File: src/rtl/fec_pkg.sv
`timescale 1ns / 1ps
// ----------------------------------------------------------------------------
// fec_pkg
// Shared types and constants of the edge frequency counter.
// ----------------------------------------------------------------------------
package fec_pkg;

  localparam int NUM_PINS  = 32;
  localparam int PIN_IDX_W = (NUM_PINS > 1) ? $clog2(NUM_PINS) : 1;

  localparam int OP_W     = 2;
  localparam int PIN_W    = 5;
  localparam int FREQ_W   = 32;
  localparam int STATUS_W = 2;
  localparam int COUNT_W  = 32;
  localparam int TIME_W   = 64;

  // Item codes.
  localparam logic [OP_W-1:0] OP_TICK  = 2'd0;
  localparam logic [OP_W-1:0] OP_EDGE  = 2'd1;
  localparam logic [OP_W-1:0] OP_READ  = 2'd2;
  localparam logic [OP_W-1:0] OP_RESET = 2'd3;

  // Result status codes.
  localparam logic [STATUS_W-1:0] ST_OK   = 2'd0;
  localparam logic [STATUS_W-1:0] ST_ZERO = 2'd1;
  localparam logic [STATUS_W-1:0] ST_SAT  = 2'd2;

  // Scale from edges per microsecond to millihertz.
  localparam longint unsigned US_PER_S       = 1000000;
  localparam longint unsigned MILLI_PER_UNIT = 1000;
  localparam logic [TIME_W-1:0] SCALE = TIME_W'(US_PER_S * MILLI_PER_UNIT);

  // One multiplier bit and one quotient bit per cycle.
  localparam int MUL_STEPS = COUNT_W;
  localparam int DIV_STEPS = TIME_W;
  localparam int STEP_W    = $clog2(DIV_STEPS);

  typedef struct packed {
    logic                valid;
    logic [FREQ_W-1:0]   freq;
    logic [STATUS_W-1:0] status;
  } fec_res_t;

endpackage

File: src/rtl/fec_muldiv.sv
`timescale 1ns / 1ps
// ----------------------------------------------------------------------------
// fec_muldiv
// Bit-serial scale and divide: count * SCALE / interval, saturated to 32 bits.
// ----------------------------------------------------------------------------
module fec_muldiv
  import fec_pkg::*;
(
  input  logic               clk,
  input  logic               rst_n,
  input  logic               start,
  input  logic [COUNT_W-1:0] count,
  input  logic [TIME_W-1:0]  interval,
  input  logic               take,
  output logic               idle,
  output fec_res_t           res
);

  localparam logic [1:0] U_IDLE = 2'd0;
  localparam logic [1:0] U_MUL  = 2'd1;
  localparam logic [1:0] U_DIV  = 2'd2;
  localparam logic [1:0] U_DONE = 2'd3;

  logic [1:0]          state_r, state_nxt;
  logic [STEP_W-1:0]   step_r, step_nxt;
  logic [TIME_W-1:0]   mcand_r, mcand_nxt;
  logic [COUNT_W-1:0]  mplier_r, mplier_nxt;
  logic [TIME_W-1:0]   dq_r, dq_nxt;
  logic [TIME_W-1:0]   rem_r, rem_nxt;
  logic [TIME_W-1:0]   divisor_r, divisor_nxt;
  logic [FREQ_W-1:0]   freq_r, freq_nxt;
  logic [STATUS_W-1:0] status_r, status_nxt;
  logic [TIME_W:0]     rem_shift;
  logic [TIME_W:0]     diff;
  logic [TIME_W-1:0]   quot;

  assign rem_shift = {rem_r, dq_r[TIME_W-1]};
  assign diff      = rem_shift - {1'b0, divisor_r};
  // The dividend shifts out at the top while quotient bits enter at the bottom.
  assign quot      = {dq_r[TIME_W-2:0], ~diff[TIME_W]};

  always_comb begin
    state_nxt   = state_r;
    step_nxt    = step_r;
    mcand_nxt   = mcand_r;
    mplier_nxt  = mplier_r;
    dq_nxt      = dq_r;
    rem_nxt     = rem_r;
    divisor_nxt = divisor_r;
    freq_nxt    = freq_r;
    status_nxt  = status_r;
    case (state_r)
      U_IDLE: begin
        if (start) begin
          mcand_nxt   = SCALE;
          mplier_nxt  = count;
          dq_nxt      = '0;
          rem_nxt     = '0;
          divisor_nxt = interval;
          step_nxt    = '0;
          if (interval == '0) begin
            freq_nxt   = '0;
            status_nxt = ST_ZERO;
            state_nxt  = U_DONE;
          end else begin
            state_nxt = U_MUL;
          end
        end
      end
      U_MUL: begin
        if (mplier_r[0]) begin
          dq_nxt = dq_r + mcand_r;
        end
        mcand_nxt  = {mcand_r[TIME_W-2:0], 1'b0};
        mplier_nxt = {1'b0, mplier_r[COUNT_W-1:1]};
        step_nxt   = step_r + 1'b1;
        if (step_r == STEP_W'(MUL_STEPS - 1)) begin
          step_nxt  = '0;
          state_nxt = U_DIV;
        end
      end
      U_DIV: begin
        rem_nxt  = diff[TIME_W] ? rem_shift[TIME_W-1:0] : diff[TIME_W-1:0];
        dq_nxt   = quot;
        step_nxt = step_r + 1'b1;
        if (step_r == STEP_W'(DIV_STEPS - 1)) begin
          if (quot[TIME_W-1:FREQ_W] != '0) begin
            freq_nxt   = '1;
            status_nxt = ST_SAT;
          end else begin
            freq_nxt   = quot[FREQ_W-1:0];
            status_nxt = ST_OK;
          end
          state_nxt = U_DONE;
        end
      end
      U_DONE: begin
        if (take) begin
          state_nxt = U_IDLE;
        end
      end
      default: state_nxt = U_IDLE;
    endcase
  end

  always_ff @(posedge clk) begin
    if (!rst_n) begin
      state_r <= U_IDLE;
      step_r  <= '0;
    end else begin
      state_r <= state_nxt;
      step_r  <= step_nxt;
    end
    mcand_r   <= mcand_nxt;
    mplier_r  <= mplier_nxt;
    dq_r      <= dq_nxt;
    rem_r     <= rem_nxt;
    divisor_r <= divisor_nxt;
    freq_r    <= freq_nxt;
    status_r  <= status_nxt;
  end

  assign idle       = (state_r == U_IDLE);
  assign res.valid  = (state_r == U_DONE);
  assign res.freq   = freq_r;
  assign res.status = status_r;

endmodule

File: config.mk
export PLATFORM = sky130hd
export DESIGN_NAME = fec_muldiv
export DESIGN_NICKNAME = d
export VERILOG_FILES = /design/src/rtl/fec_pkg.sv /design/src/rtl/fec_muldiv.sv
export SDC_FILE = /design/constraint.sdc
export NUM_CORES = 1
export LEC_CHECK = 0
export ABC_CLOCK_PERIOD_IN_PS = 11500
export BUFFER_PORTS_ARGS = -buffer_cell sky130_fd_sc_hd__buf_2
export CAP_MARGIN = 0
export CORE_MARGIN = 10
export CORE_UTILIZATION = 65
export CTS_BUF_LIST = sky130_fd_sc_hd__clkbuf_4 sky130_fd_sc_hd__clkbuf_8
export DETAILED_ROUTE_END_ITERATION = 10
export PLACE_DENSITY = 0.91
export SETUP_SLACK_MARGIN = 0.1
export SKIP_CTS_REPAIR_TIMING = 1
export SLEW_MARGIN = 10
export SYNTH_ARGS = -nofsm -noshare
export SYNTH_HDL_FRONTEND = slang
export SYNTH_SLANG_ARGS = --single-unit
export TNS_END_PERCENT = 10
File: constraint.sdc
create_clock -name clk -period 11.5 [get_ports clk]
set_input_delay 2.3 -clock clk [delete_from_list [all_inputs] [get_ports clk]]
set_output_delay 2.3 -clock clk [all_outputs]
set_load 0.005 [all_outputs]
Word-level counts from Yosys, hierarchy flattened
Cells that the tools add are included.
{"block": "totals", "word_cells": 65, "reg_bits": 330, "inputBits": 100, "out_inout_bits": 36}
{"block": "classes", "eq_ne": 11, "reduce_logical": 13, "n_bitwise": 1, "n_mux": 28, "addsub": 3}
{"cell": "two-way mux 64 bit", "n": 4}
{"cell": "case mux 64 bit (2 select lines)", "n": 2}
{"cell": "case mux 64 bit (3 select lines)", "n": 1}
{"cell": "two-way mux 32 bit", "n": 5}
{"cell": "case mux 32 bit (2 select lines)", "n": 2}
{"cell": "subtractor 65 x 64 -> 65 bit", "n": 1}
{"cell": "adder 64 bit", "n": 1}
{"cell": "logical NOT 64 bit", "n": 1}
{"cell": "nonzero test 32 bit", "n": 1}
{"cell": "two-way mux 2 bit", "n": 9}
{"cell": "case mux 6 bit (3 select lines)", "n": 1}
{"cell": "two-way mux 6 bit", "n": 2}
{"cell": "inequality test 2 bit, second input constant", "n": 5}
{"cell": "case mux 2 bit (4 select lines)", "n": 1}
{"cell": "AND reduction 2 bit", "n": 4}
{"cell": "AND reduction 4 bit", "n": 2}
{"cell": "adder 6 x 1 -> 6 bit, second input constant", "n": 1}
{"cell": "== test 6 x 5 -> 1 bit, second input constant", "n": 1}
{"cell": "== test 6 bit, second input constant", "n": 1}
{"cell": "== test 2 bit, second input constant", "n": 2}
{"cell": "case mux 2 bit (2 select lines)", "n": 1}
{"cell": "nonzero test 2 bit", "n": 2}
{"cell": "AND reduction 3 bit", "n": 1}
{"cell": "nonzero test 3 bit", "n": 1}
{"cell": "other kinds (4)", "n": 4}

Depth between registers and ports, before layout
{"block": "logic_depth", "word_depth": 5, "mapped_depth": 14, "ltp_nobuf": 13}

Least setup slack after synthesis
OpenSTA, ideal clock, no wires.
{"block": "synth_path", "kind": "flip-flop to flip-flop", "start": "register state_r[1]", "end": "register mcand_r[10] (enable)", "stages_incl_launch_ff": 5, "setup_slack_ns": 3.947, "required_time_ns": 10.847, "setup_ns": 0.653, "n_path_buf": 0, "arrival_ns": 6.900, "period_less_slack_ns": 7.553, "cell_sequence": "dfxtp_1 inv_1 ha_1 clkinv_1 o21ai_0"}
{"block": "synth_via", "elab_chain_len": 3, "elab_cells_between_ends": 5, "classes_between": "2 x eq/ne; 3 x reduce/logical"}
{"element": "start, declared", "line": "fec_muldiv.sv:24", "rtl": "logic [1:0] state_r, state_nxt;"}
{"element": "start signal, assigned", "line": "fec_muldiv.sv:111", "rtl": "state_r <= state_nxt;"}
{"element": "== test 2 x 1 -> 1 bit or logical NOT 2 bit (tied branches)", "line": "fec_muldiv.sv:52", "rtl": "case (state_r)"}
{"element": "nonzero test 2 bit (no source line) or inequality test 2 bit (tied branches)"}
{"element": "AND reduction 2 bit (no source line) (*)"}
{"element": "end signal, assigned", "line": "fec_muldiv.sv:114", "rtl": "mcand_r <= mcand_nxt;"}
{"element": "end, declared", "line": "fec_muldiv.sv:26", "rtl": "logic [TIME_W-1:0] mcand_r, mcand_nxt;"}
Mark *: on every way between the ends. The rest lies on a longest branch, timed or not.
A chain may end at the register's enable or synchronous reset.

Final worst setup path
{"block": "layout_path", "start": "register dq_r[63]", "end": "register rem_r[60], data pin"}
{"block": "layout_via", "elab_chain_len": 3}
{"element": "start, declared", "line": "fec_muldiv.sv:28", "rtl": "logic [TIME_W-1:0] dq_r, dq_nxt;"}
{"element": "start signal, assigned", "line": "fec_muldiv.sv:116", "rtl": "dq_r <= dq_nxt;"}
{"element": "subtractor 65 x 64 -> 65 bit", "line": "fec_muldiv.sv:38", "rtl": "assign diff = rem_shift - {1'b0, divisor_r};"}
{"element": "two-way mux 64 bit", "line": "fec_muldiv.sv:83", "rtl": "rem_nxt = diff[TIME_W] ? rem_shift[TIME_W-1:0] : diff[TIME_W-1:0];"}
{"element": "case mux 64 bit (2 select lines)", "line": "fec_muldiv.sv:52"}
{"element": "end signal, assigned", "line": "fec_muldiv.sv:117", "rtl": "rem_r <= rem_nxt;"}
{"element": "end, declared", "line": "fec_muldiv.sv:29", "rtl": "logic [TIME_W-1:0] rem_r, rem_nxt;"}
Every way passes these cells.

==> results.txt <==
leakage power: 8.99 nW
min Tclk post-route: 5.09 ns
fin crit share: 44.3%
initial detailed-routing violation count: 1332
Pre-antenna DRT Iters: 6
global-route usage over all layers: 25.2%
DIE AREA: 0.0380 mm²
Final setup violation count: 0
unrepaired setup endpoints after global routing: false
vias in the first global route: 15600
Post-Route WL: 50000 µm
antenna violations before repair: 0
CTS tree: done
Slew Viols, Final: 0
vias per inst: 6.32
core area: 0.0304 mm²
Worst-Margin Slew: 1.23 ns
Slew headroom: 18.1%
Final nets: 2278
outcome: finished, final reports clean
worst hold path type: reg2reg
Peak VDD IR: 0.166 mV
commonest non-fill, non-tap cell in the layout: edfxtp_1
Area growth, synth to finish: 10.2%
post-route cell area: 0.0219 mm²
num rows: 64
Fmax: 196 MHz
Vias: 15700
Placed Instances: 2394
# diodes: 0
Post-Syn Area per Cell: 10.3 µm²
clk root buf: clkbuf_8
clk sinks: 321
Power Dens Cells: 320 mW/mm²
largest cells by area after synthesis: edfxtp_1 47%, ha_1 7.8%, nand2_1 4.2%
most frequent cells in the layout: 313 x edfxtp_1, 222 x nand2_1, 135 x buf_2
Remaining DRCs: 0
htree depth: 2
fillers: 2083
final hold violation count: 0
Seq/Total Area, Yosys: 48.0%
Setup TNS Final: 0 ns
TritonCTS buffer count: 52
clk_lat worst skew: 0.62 ns
post-DR wirelength/cell: 20.1 µm
fraction of registers with async set/reset: 0%
Post-synth EDFFs: 313
Core Util, Final: 72.1%
crit end category: register
FF+latch count, synth: 321
Cell Area, Synth: 0.0199 mm²
Yosys top cell by area: edfxtp_1
Initial Utilization: 65.5%
total gr overflow: 0
WP data arrival: 5.54 ns
Top FF cell, synth: edfxtp_1
Worst Reg-to-Reg Cells: 13
Cell Count, Final, Fillers Out: 2488
RePlAce Congestion: 0.947
clk slew on worst S/H paths: 0.07 ns
Die X: 195 µm
hold depth: 2
MaxCap Viol Count: 0
placed cell area: 0.0209 mm²
first-pass GRT wire length: 80000 µm
Ports: 136
Worst Skew: 0.0444 ns
Longest Clk Path Bufs: 3
synthesized instance count: 1942
Synth top area share: 47.2%
hpwl dp: 35600 µm
Die Y: 195 µm
critical path type: reg2reg
post-synth net total: 2168
pin count of the biggest net entering global routing: 76
share of cells above drive strength 1: 14.2%
Power, Total: 7.02 mW
library cells used by synthesis: 83
Worst Path Max Fanout: 39
critical path launch point type: register
Synth warnings: 0
Worst Path Required: 11.94 ns
IO Port Bufs: 135
Post-DRT Antenna Nets: 0
-- synth_stat cells (11+ instances only) --
master    number
a21oi_1      135
a21o_1        63
nand2b_1      32
edfxtp_1     313
nand3_1       16
nand4_1       37
o21a_1        11
a221oi_1      12
nor3_1        15
xnor2_1       68
clkbuf_1      63
nor2b_1       13
mux2_2        31
mux2i_1       49
o21bai_1      21
a21boi_0      25
nor4_1        29
ha_1         124
inv_1        100
and3_1        17
nor2_1       130
xor2_1        44
o21ai_0      111
buf_2         11
o211ai_1      15
and2_1        64
a211oi_1      19
nand2_1      222
a31oi_1       20
-- power by group --
part	leakage (nW)	total [mW]	internal (mW)	switching, mW
clock network	0.573	1.06	0.576	0.481
registers	3.12	2.10	1.86	0.237
logic	5.31	3.87	1.53	2.34
total	8.99	7.02	3.96	3.06
-- stage by stage --
step | setup WS [ns] | hold WS (ns)
CTS | 6.40 | 0.485
detailed placement | 6.15 | 0.476
floorplan | 3.95 | 0.447
global placement | 6.17 | 0.459
global route | 6.07 | 0.510
finish | 6.41 | 0.492
-- state kept, by name, indices dropped and copies added (netlist names) --
name / count
mcand_r: 55
status_r: 2
step_r: 6
mplier_r: 32
dq_r: 64
divisor_r: 64
state_r: 2
freq_r: 32
rem_r: 64
-- worst paths after layout --
kind,from,to,slack (ns)
worst max-delay path,dq_r[63]$_DFFE_PP_,rem_r[60]$_SDFFCE_PN0P_,6.41
worst min-delay path,step_r[1]$_SDFFE_PN0P_,step_r[1]$_SDFFE_PN0P_,0.49
worst max register to register,dq_r[63]$_DFFE_PP_,rem_r[60]$_SDFFCE_PN0P_,6.41
worst min register to register,step_r[1]$_SDFFE_PN0P_,step_r[1]$_SDFFE_PN0P_,0.49
-- routing by layer --
layer | part of all wire [%] | global-route usage, % | vias up
met4 | 2.9 | 7.38 | 0
met2 | 49 | 43.5 | 730
met1 | 41 | 32.4 | 7507
met3 | 7.3 | 3.60 | 123
li1 | - | - | 7355
met5 | 0 | 0 | -
-- worst max-delay path, stage by stage (launching register included) --
cell and delay, ns:
edfxtp_1 0.38, inv_1 0.09, ha_1 0.23, fa_1 0.41, nand2b_1 0.19, a21o_1 0.20, a21oi_2 0.23, o21a_1 0.24
a21oi_1 0.18, o211ai_1 0.41, xor2_4 0.87, buf_4 0.67, nand2_1 0.51, o22ai_1 0.30
-- cells by family after synthesis --
logic type | after synthesis | synth area share, %
buf+inv | 191 | 3.88
mux | 80 | 4.21
xor+xnor | 112 | 4.92
compound gates | 498 | 16.0
fa+ha+maj | 126 | 7.99
flops | 321 | 48.0
simple gates | 614 | 15.0
-- cell type report --
class,count,area [µm²],share of cell area [%]
multi-input combinational,1430,9660,44.0
sequential,321,9560,43.6
clock buffer,62,791,3.60
timing repair buffer,146,758,3.45
tap,396,495,2.26
inverter,101,379,1.73
clock inverter,32,305,1.39
Note: power is estimated with default switching activity, not from simulation.
